[src/hdl/pr_pkg.sv]
package pr_pkg;

    localparam int VIDX_W       = 10;
    localparam int MAX_VERTICES = 1024;
    localparam int NCNT_W       = 11;
    localparam int RANK_BITS    = 32;
    localparam int DAMP_W       = 16;
    localparam int ITER_W       = 16;
    localparam int TOL_W        = 31;
    localparam int CFG_IDX_W    = 2;
    localparam int CFG_DATA_W   = 31;
    localparam int PROD_W       = DAMP_W + RANK_BITS;
    localparam int DIFF_W       = RANK_BITS + NCNT_W;
    localparam int DIV_NUM_W    = RANK_BITS;
    localparam int DIV_DEN_W    = 21;

    localparam logic [1:0] CMD_ADD_EDGE = 2'd0;
    localparam logic [1:0] CMD_RUN      = 2'd1;
    localparam logic [1:0] CMD_READ     = 2'd2;
    localparam logic [1:0] CMD_CLEAR    = 2'd3;

    localparam logic [1:0] KIND_RANK  = 2'd0;
    localparam logic [1:0] KIND_RUN   = 2'd1;
    localparam logic [1:0] KIND_ERROR = 2'd2;

    localparam logic [1:0] ERR_NONE  = 2'd0;
    localparam logic [1:0] ERR_FULL  = 2'd1;
    localparam logic [1:0] ERR_RANGE = 2'd2;

    localparam logic [CFG_IDX_W-1:0] REG_VERTEX_COUNT = 2'd0;
    localparam logic [CFG_IDX_W-1:0] REG_DAMPING      = 2'd1;
    localparam logic [CFG_IDX_W-1:0] REG_MAX_ITER     = 2'd2;
    localparam logic [CFG_IDX_W-1:0] REG_TOLERANCE    = 2'd3;

    typedef struct packed {
        logic                 start;
        logic [DIV_NUM_W-1:0] num;
        logic [DIV_DEN_W-1:0] den;
    } t_div_req;

endpackage

[src/hdl/pr_div.sv]
module pr_div (
    input  logic                      i_clk,
    input  logic                      i_rst_n,
    input  pr_pkg::t_div_req          i_req,
    output logic                      o_done,
    output logic [pr_pkg::DIV_NUM_W-1:0] o_quo
);
    import pr_pkg::*;

    localparam int CW = $clog2(DIV_NUM_W + 1);

    logic [CW-1:0]        r_cnt;
    logic                 r_busy;
    logic                 r_done;
    logic [DIV_NUM_W-1:0] r_num;
    logic [DIV_DEN_W-1:0] r_den;
    logic [DIV_DEN_W-1:0] r_rem;
    logic [DIV_DEN_W:0]   trial;
    logic                 ge;

    // shift one numerator bit into the partial remainder per cycle
    assign trial = {r_rem, r_num[DIV_NUM_W-1]};
    assign ge    = trial >= {1'b0, r_den};

    always_ff @(posedge i_clk) begin
        if (!i_rst_n) begin
            r_busy <= 1'b0;
            r_done <= 1'b0;
            r_cnt  <= '0;
        end else begin
            r_done <= 1'b0;
            if (i_req.start) begin
                r_num  <= i_req.num;
                r_den  <= i_req.den;
                r_rem  <= '0;
                r_cnt  <= CW'(DIV_NUM_W);
                r_busy <= 1'b1;
            end else if (r_busy) begin
                r_rem <= ge ? DIV_DEN_W'(trial - {1'b0, r_den}) : DIV_DEN_W'(trial);
                r_num <= {r_num[DIV_NUM_W-2:0], ge};
                r_cnt <= r_cnt - 1'b1;
                if (r_cnt == CW'(1)) begin
                    r_busy <= 1'b0;
                    r_done <= 1'b1;
                end
            end
        end
    end

    assign o_done = r_done;
    assign o_quo  = r_num;
endmodule

[config.mk]
export PLATFORM = sky130hd
export DESIGN_NAME = pr_div
export DESIGN_NICKNAME = d
export VERILOG_FILES = /design/src/hdl/pr_pkg.sv /design/src/hdl/pr_div.sv
export SDC_FILE = /design/constraint.sdc
export NUM_CORES = 1
export LEC_CHECK = 0
export ABC_AREA = 0
export BUFFER_PORTS_ARGS = -buffer_cell sky130_fd_sc_hd__buf_2
export CORE_UTILIZATION = 40
export CTS_BUF_LIST = sky130_fd_sc_hd__clkbuf_16
export CTS_CLUSTER_SIZE = 10
export DETAILED_ROUTE_END_ITERATION = 8
export GPL_ROUTABILITY_DRIVEN = 0
export GPL_TIMING_DRIVEN = 0
export PLACE_DENSITY = 0.61
export SLEW_MARGIN = 40
export SYNTH_ARGS = -nofsm -noshare
export SYNTH_HDL_FRONTEND = slang
export SYNTH_SLANG_ARGS = --single-unit
[constraint.sdc]
create_clock -name i_clk -period 4.7 [get_ports i_clk]
set_input_delay 1.175 -clock i_clk [delete_from_list [all_inputs] [get_ports i_clk]]
set_output_delay 1.175 -clock i_clk [all_outputs]
set_load 0.1 [all_outputs]
Word-level counts from Yosys, hierarchy flattened
Cells that the tools add are included.

storage, ports and cells
  bits in registers = 82
  input port bits = 56
  output and inout port bits = 33

cells by class
  add/sub/neg operators = 2
  magnitude comparators = 1
  equal/unequal tests = 1
  muxes and demuxes = 10
  bitwise logic cells = 2
  reductions and logical operators = 5

operator list
  kind                                               number
  2-to-1 mux 32 bit                                  2
  2-to-1 mux 21 bit                                  2
  greater-or-equal comparator 22 x 21 -> 1 bit       1
  subtractor 21 bit                                  1
  2-to-1 mux 6 bit                                   2
  == test 6 x 1 -> 1 bit (second input constant)     1
  subtractor 6 x 1 -> 6 bit (second input constant)  1
  2-to-1 mux 1 bit                                   4
  AND reduction 2 bit                                2
  OR reduction 3 bit                                 1
  inverter 1 bit                                     2
  nonzero test 2 bit                                 1
  OR reduction 2 bit                                 1

Depth between registers and ports, before layout
  word-level depth = 4
  depth in mapped cells = 13
  mapped depth without buffers = 11

Least setup slack after synthesis
OpenSTA, ideal clock, no wires.

  path type = register to register
  from = register r_num[31], in the netlist o_quo[31]
  to = register r_rem[13], data pin
  setup time = 0.266 ns
  data arrival time = 3.022 ns
  path slack = 1.412 ns
  stages on the path, launching flop included = 14
  clock period less this slack = 3.288 ns
  cells stage by stage = edfxtp_1 inv_1 ha_1 inv_1 fa_1 a21o_1 a221oi_2 o31ai_2 a211oi_2 o211a_1 buf_6 buf_12 mux2i_1 nor2_1

between the ends
  word-level cells in the longest chain between the ends = 3
  elaborated cells on any way between the ends = 4
  those cells by class = add/sub (1); order compare (1); mux (2)

RTL lines
  item                                                                               line                        RTL
  start: declaration                                                                 pr_div.sv:15                logic [DIV_NUM_W-1:0] r_num;
  start signal: assignment                                                           pr_div.sv:33                r_num <= i_req.num;
  start signal: assignment                                                           pr_div.sv:40                r_num <= {r_num[DIV_NUM_W-2:0], ge};
  subtractor 21 bit or greater-or-equal comparator 22 x 21 -> 1 bit (tied branches)  pr_div.sv:39, pr_div.sv:23
  2-to-1 mux 21 bit *                                                                pr_div.sv:39                r_rem <= ge ? DIV_DEN_W'(trial - {1'b0, r_den}) : DIV_DEN_W'(trial);
  2-to-1 mux 21 bit *                                                                pr_div.sv:38                end else if (r_busy) begin
  end signal: assignment                                                             pr_div.sv:39
  end: declaration                                                                   pr_div.sv:17                logic [DIV_DEN_W-1:0] r_rem;

Mark *: on every way between the ends. The rest lies on a longest branch, timed or not. The select of a mux whose other input is x is not followed.
A chain may end at the register's enable or synchronous reset.

Final worst setup path
  from = register r_num[31], in the netlist o_quo[31]
  to = register r_rem[9], data pin

Same word-level chain as after synthesis.

==> reports/metrics.csv <==
stage;metric;value;unit
status;status;completed;
route;drt-total-wl;9.47;mm
sta;setup_viol;0;
logic_synthesis;synthArstFlopShare;0;%
clock_network;h-tree-depth;3;
logic_synthesis;synth_compound_area_share;10.4;%
pwr;leakagePower;2.24;nW
floorplanning;start_util;41.1;%
floorplanning;die_y;108;µm
place;port_buffers;87;
clock_network;path_clk_slew;0.06;ns
logic_synthesis;synth_mux_area_share;11.6;%
clock_network;hold_buffers;0;
job;maxCapViolCount;0;
grt;grt_pass1_vias;3320;
worst_setup_path;path_max_fanout;10;
clock_network;cts_sinks;82;
logic_synthesis;synth_fa_ha_area_share;6.87;%
clock_network;clk_latency;0.34;ns
logic_synthesis;synth-simple-area-share;8.91;%
sta;hold_viol;0;
grt;grt.overflow.total;0;
sta;slew_violations;0;
worst_setup_path;cp-start-kind;flip-flop;
sta;worst_slew_pin_slew;0.621;ns
min_path;hold_path_class;reg -> reg;
layout;final_common_cell;buf_2;
grt;grt_pass1_wl;15.7;mm
sta;clock_skew;0.00658;ns
worst_setup_path;cpMostUsedCell;inv_1;
logic_synthesis;yosysTopAreaCell;edfxtp_1;
logic_synthesis;yosysSeqAreaShare;53.2;%
clock_network;cts_tree;done;
logic_synthesis;netlist_area;4480;µm²
grt;grtUsageTotal;18.0;%
route;wl_per_cell;15.3;µm
route;routed_via_density;5.16;
sta;whs;0.520;ns
pwr;irDropWorstVdd;0.263;mV
worst_setup_path;cpPeakStageDelay;0.46;ns
place;dp_hpwl;6.89;mm
logic_synthesis;synth_top_area_share;49.6;%
clock_network;cts_setup_buffers;0;
layout;diodes;0;
grt;grt_start_max_net_pins;30;
layout;fill_cells;988;
layout;final_cell_mix;buf_2 (93), edfxtp_1 (74), nor2_1 (32);
sta;timing.final.crit_share;69.2;%
clock_network;cts-resized-gates;0;
sta;rsz0062_at_grt;no;
clock_network;root_buffer;clkbuf_16;
layout;final_nets;555;
logic_synthesis;synth_warnings;0;
route;drt_first_pass_iters;4;
logic_synthesis;synthTopCellsByArea;edfxtp_1 (50%), mux2_2 (7.8%), ha_1 (6.4%);
logic_synthesis;ys_seq_elements;82;
layout;area.growth.synth_to_final;20.8;%
clock_network;cts_max_path_buffers;2;
floorplanning;coreArea;10900;µm²
layout;postLayoutCoreUtil;49.7;%
logic_synthesis;syn_avg_cell_area;11.9;µm²
route;final_antenna_net_count;0;
worst_setup_path;cp_data_arrival_time;3.33;ns
logic_synthesis;yosysUniqueCellTypes;54;
logic_synthesis;synth_top_flop_cell;edfxtp_1;
worst_setup_path;cp_slowest_cell;a221oi_2;
logic_synthesis;synth_top_family_by_area;multiplexers;
pwr;finalPower;2.20;mW
route;vias;3201;
layout;fin_area;5410;µm²
floorplanning;rows;38;
layout;drive_above_1_share;31.5;%
sta;min_period;3.25;ns
worst_setup_path;path_cells;inv_1 -> ha_1 -> inv_1 -> fa_1 -> a21o_1 -> a221oi_2 -> o31ai_2 -> a211oi_2 -> o211a_1 -> buf_6 -> buf_8 -> mux2i_1 -> nor2_1;
logic_synthesis;postSynthCellCount;376;
floorplanning;die_area;11600;µm²
route;drt_iter0_drc;83;
floorplanning;die_w;108;µm
sta;slew_headroom;58.6;%
logic_synthesis;yosys.area_share.xor_xnor;4.11;%
logic_synthesis;synth_edf_count;74;
worst_setup_path;critical_path_required;4.78;ns
grt;antenna_found_initial;0;
clock_network;numCtsBuffers;9;
sta;fmax;0.308;GHz
place;placed_area;5120;µm²
floorplanning;ios;89;
sta;fin_setup_tns;0;ns
worst_setup_path;worstSetupPathType;reg -> reg;
logic_synthesis;synth_nets;456;
route;drcViolationCount;0;
worst_setup_path;endpoint_kind;flip-flop;
pwr;power.density;406;nW/µm²
==> path summary, 6_finish.rpt <==
check	from	endpoint	slack, ns	cells after the start
worst min-delay path	r_cnt[1]$_SDFFE_PP0P_	r_cnt[1]$_SDFFE_PP0P_	0.52	2
worst max-delay path	o_quo[31]$_DFFE_PP_	r_rem[9]$_SDFFCE_PP0P_	1.45	13
worst max register to register	o_quo[31]$_DFFE_PP_	r_rem[9]$_SDFFCE_PP0P_	1.45	13
worst min register to register	r_cnt[1]$_SDFFE_PP0P_	r_cnt[1]$_SDFFE_PP0P_	0.52	2
==> area by class of cell <==
class	instances	area, µm²	area share [%]
tap	140	175	3.24
sequential	82	2380	44.0
buffer	16	103	1.90
clock buffer	9	225	4.16
timing repair buffer	88	455	8.42
clock inverter	7	67.6	1.25
multi-input combinational	246	1880	34.8
inverter	32	120	2.22
==> routing by layer <==
layer,share of wire [%],up-vias,GRT usage (%)
li1,-,1577,-
met1,47,1524,22.3
met2,45,88,28.3
met3,5.7,12,4.78
met4,2.1,0,9.88
met5,0,-,0
==> sequential cells by signal, summed over array words and instances, names as in the netlist <==
register	cells
o_quo	32
r_busy	1
r_cnt	6
o_done	1
r_den	21
r_rem	21
==> synth_stat cells (2+ instances only) <==
cell type  count
a211oi_1       2
a21boi_0       2
a21o_1         3
a21oi_1       24
a31oi_1        4
and3_1         4
and4_1         2
buf_1          3
buf_2          6
clkbuf_1       4
dfxtp_1        8
edfxtp_1      74
ha_1          23
inv_1         32
mux2_2        31
mux2i_1       17
nand2_1       21
nand2b_1       2
nand3_1        3
nand3b_1       2
nand4_1        3
nor2_1        32
nor2b_1        3
nor3_1         4
nor3b_1        2
o21a_1         4
o21ai_0       12
o21bai_1       3
o31ai_1        2
xnor2_1       16
xor2_1         5
==> report_power, final <==
part | leakage (nW) | switching [mW] | internal (mW)
registers | 0.773 | 0.0280 | 0.870
logic | 1.32 | 0.382 | 0.219
clock network | 0.141 | 0.288 | 0.410
==> worst max-delay path: cells and delay by family (launching register included) <==
kind	cells	cell delay, ns
AO/OA/AOI/OAI	5	1.19
adder cells (fa/ha/maj)	2	0.57
buffers and inverters	4	0.48
flip-flops	1	0.42
multiplexers	1	0.23
AND/OR/NAND/NOR	1	0.06
==> through the flow <==
stage | cells | setup slack [ns]
floorplan | 376 | 1.41
global placement | 603 | 1.02
detailed placement | 604 | 1.46
CTS | 620 | 1.43
global route | 620 | 1.30
finish | 620 | 1.45
==> logic make-up (layout without fill, tap and decap cells) <==
logic type,Yosys count,in the layout
AOI/OAI and AO/OA,70,70
xor gates and xnor gates,21,21
muxes,48,48
buffers and inverters,48,152
DFF,82,82
adders and majority gates,24,24
and+or+nand+nor,83,83
Note: power is estimated with default switching activity, not from simulation.
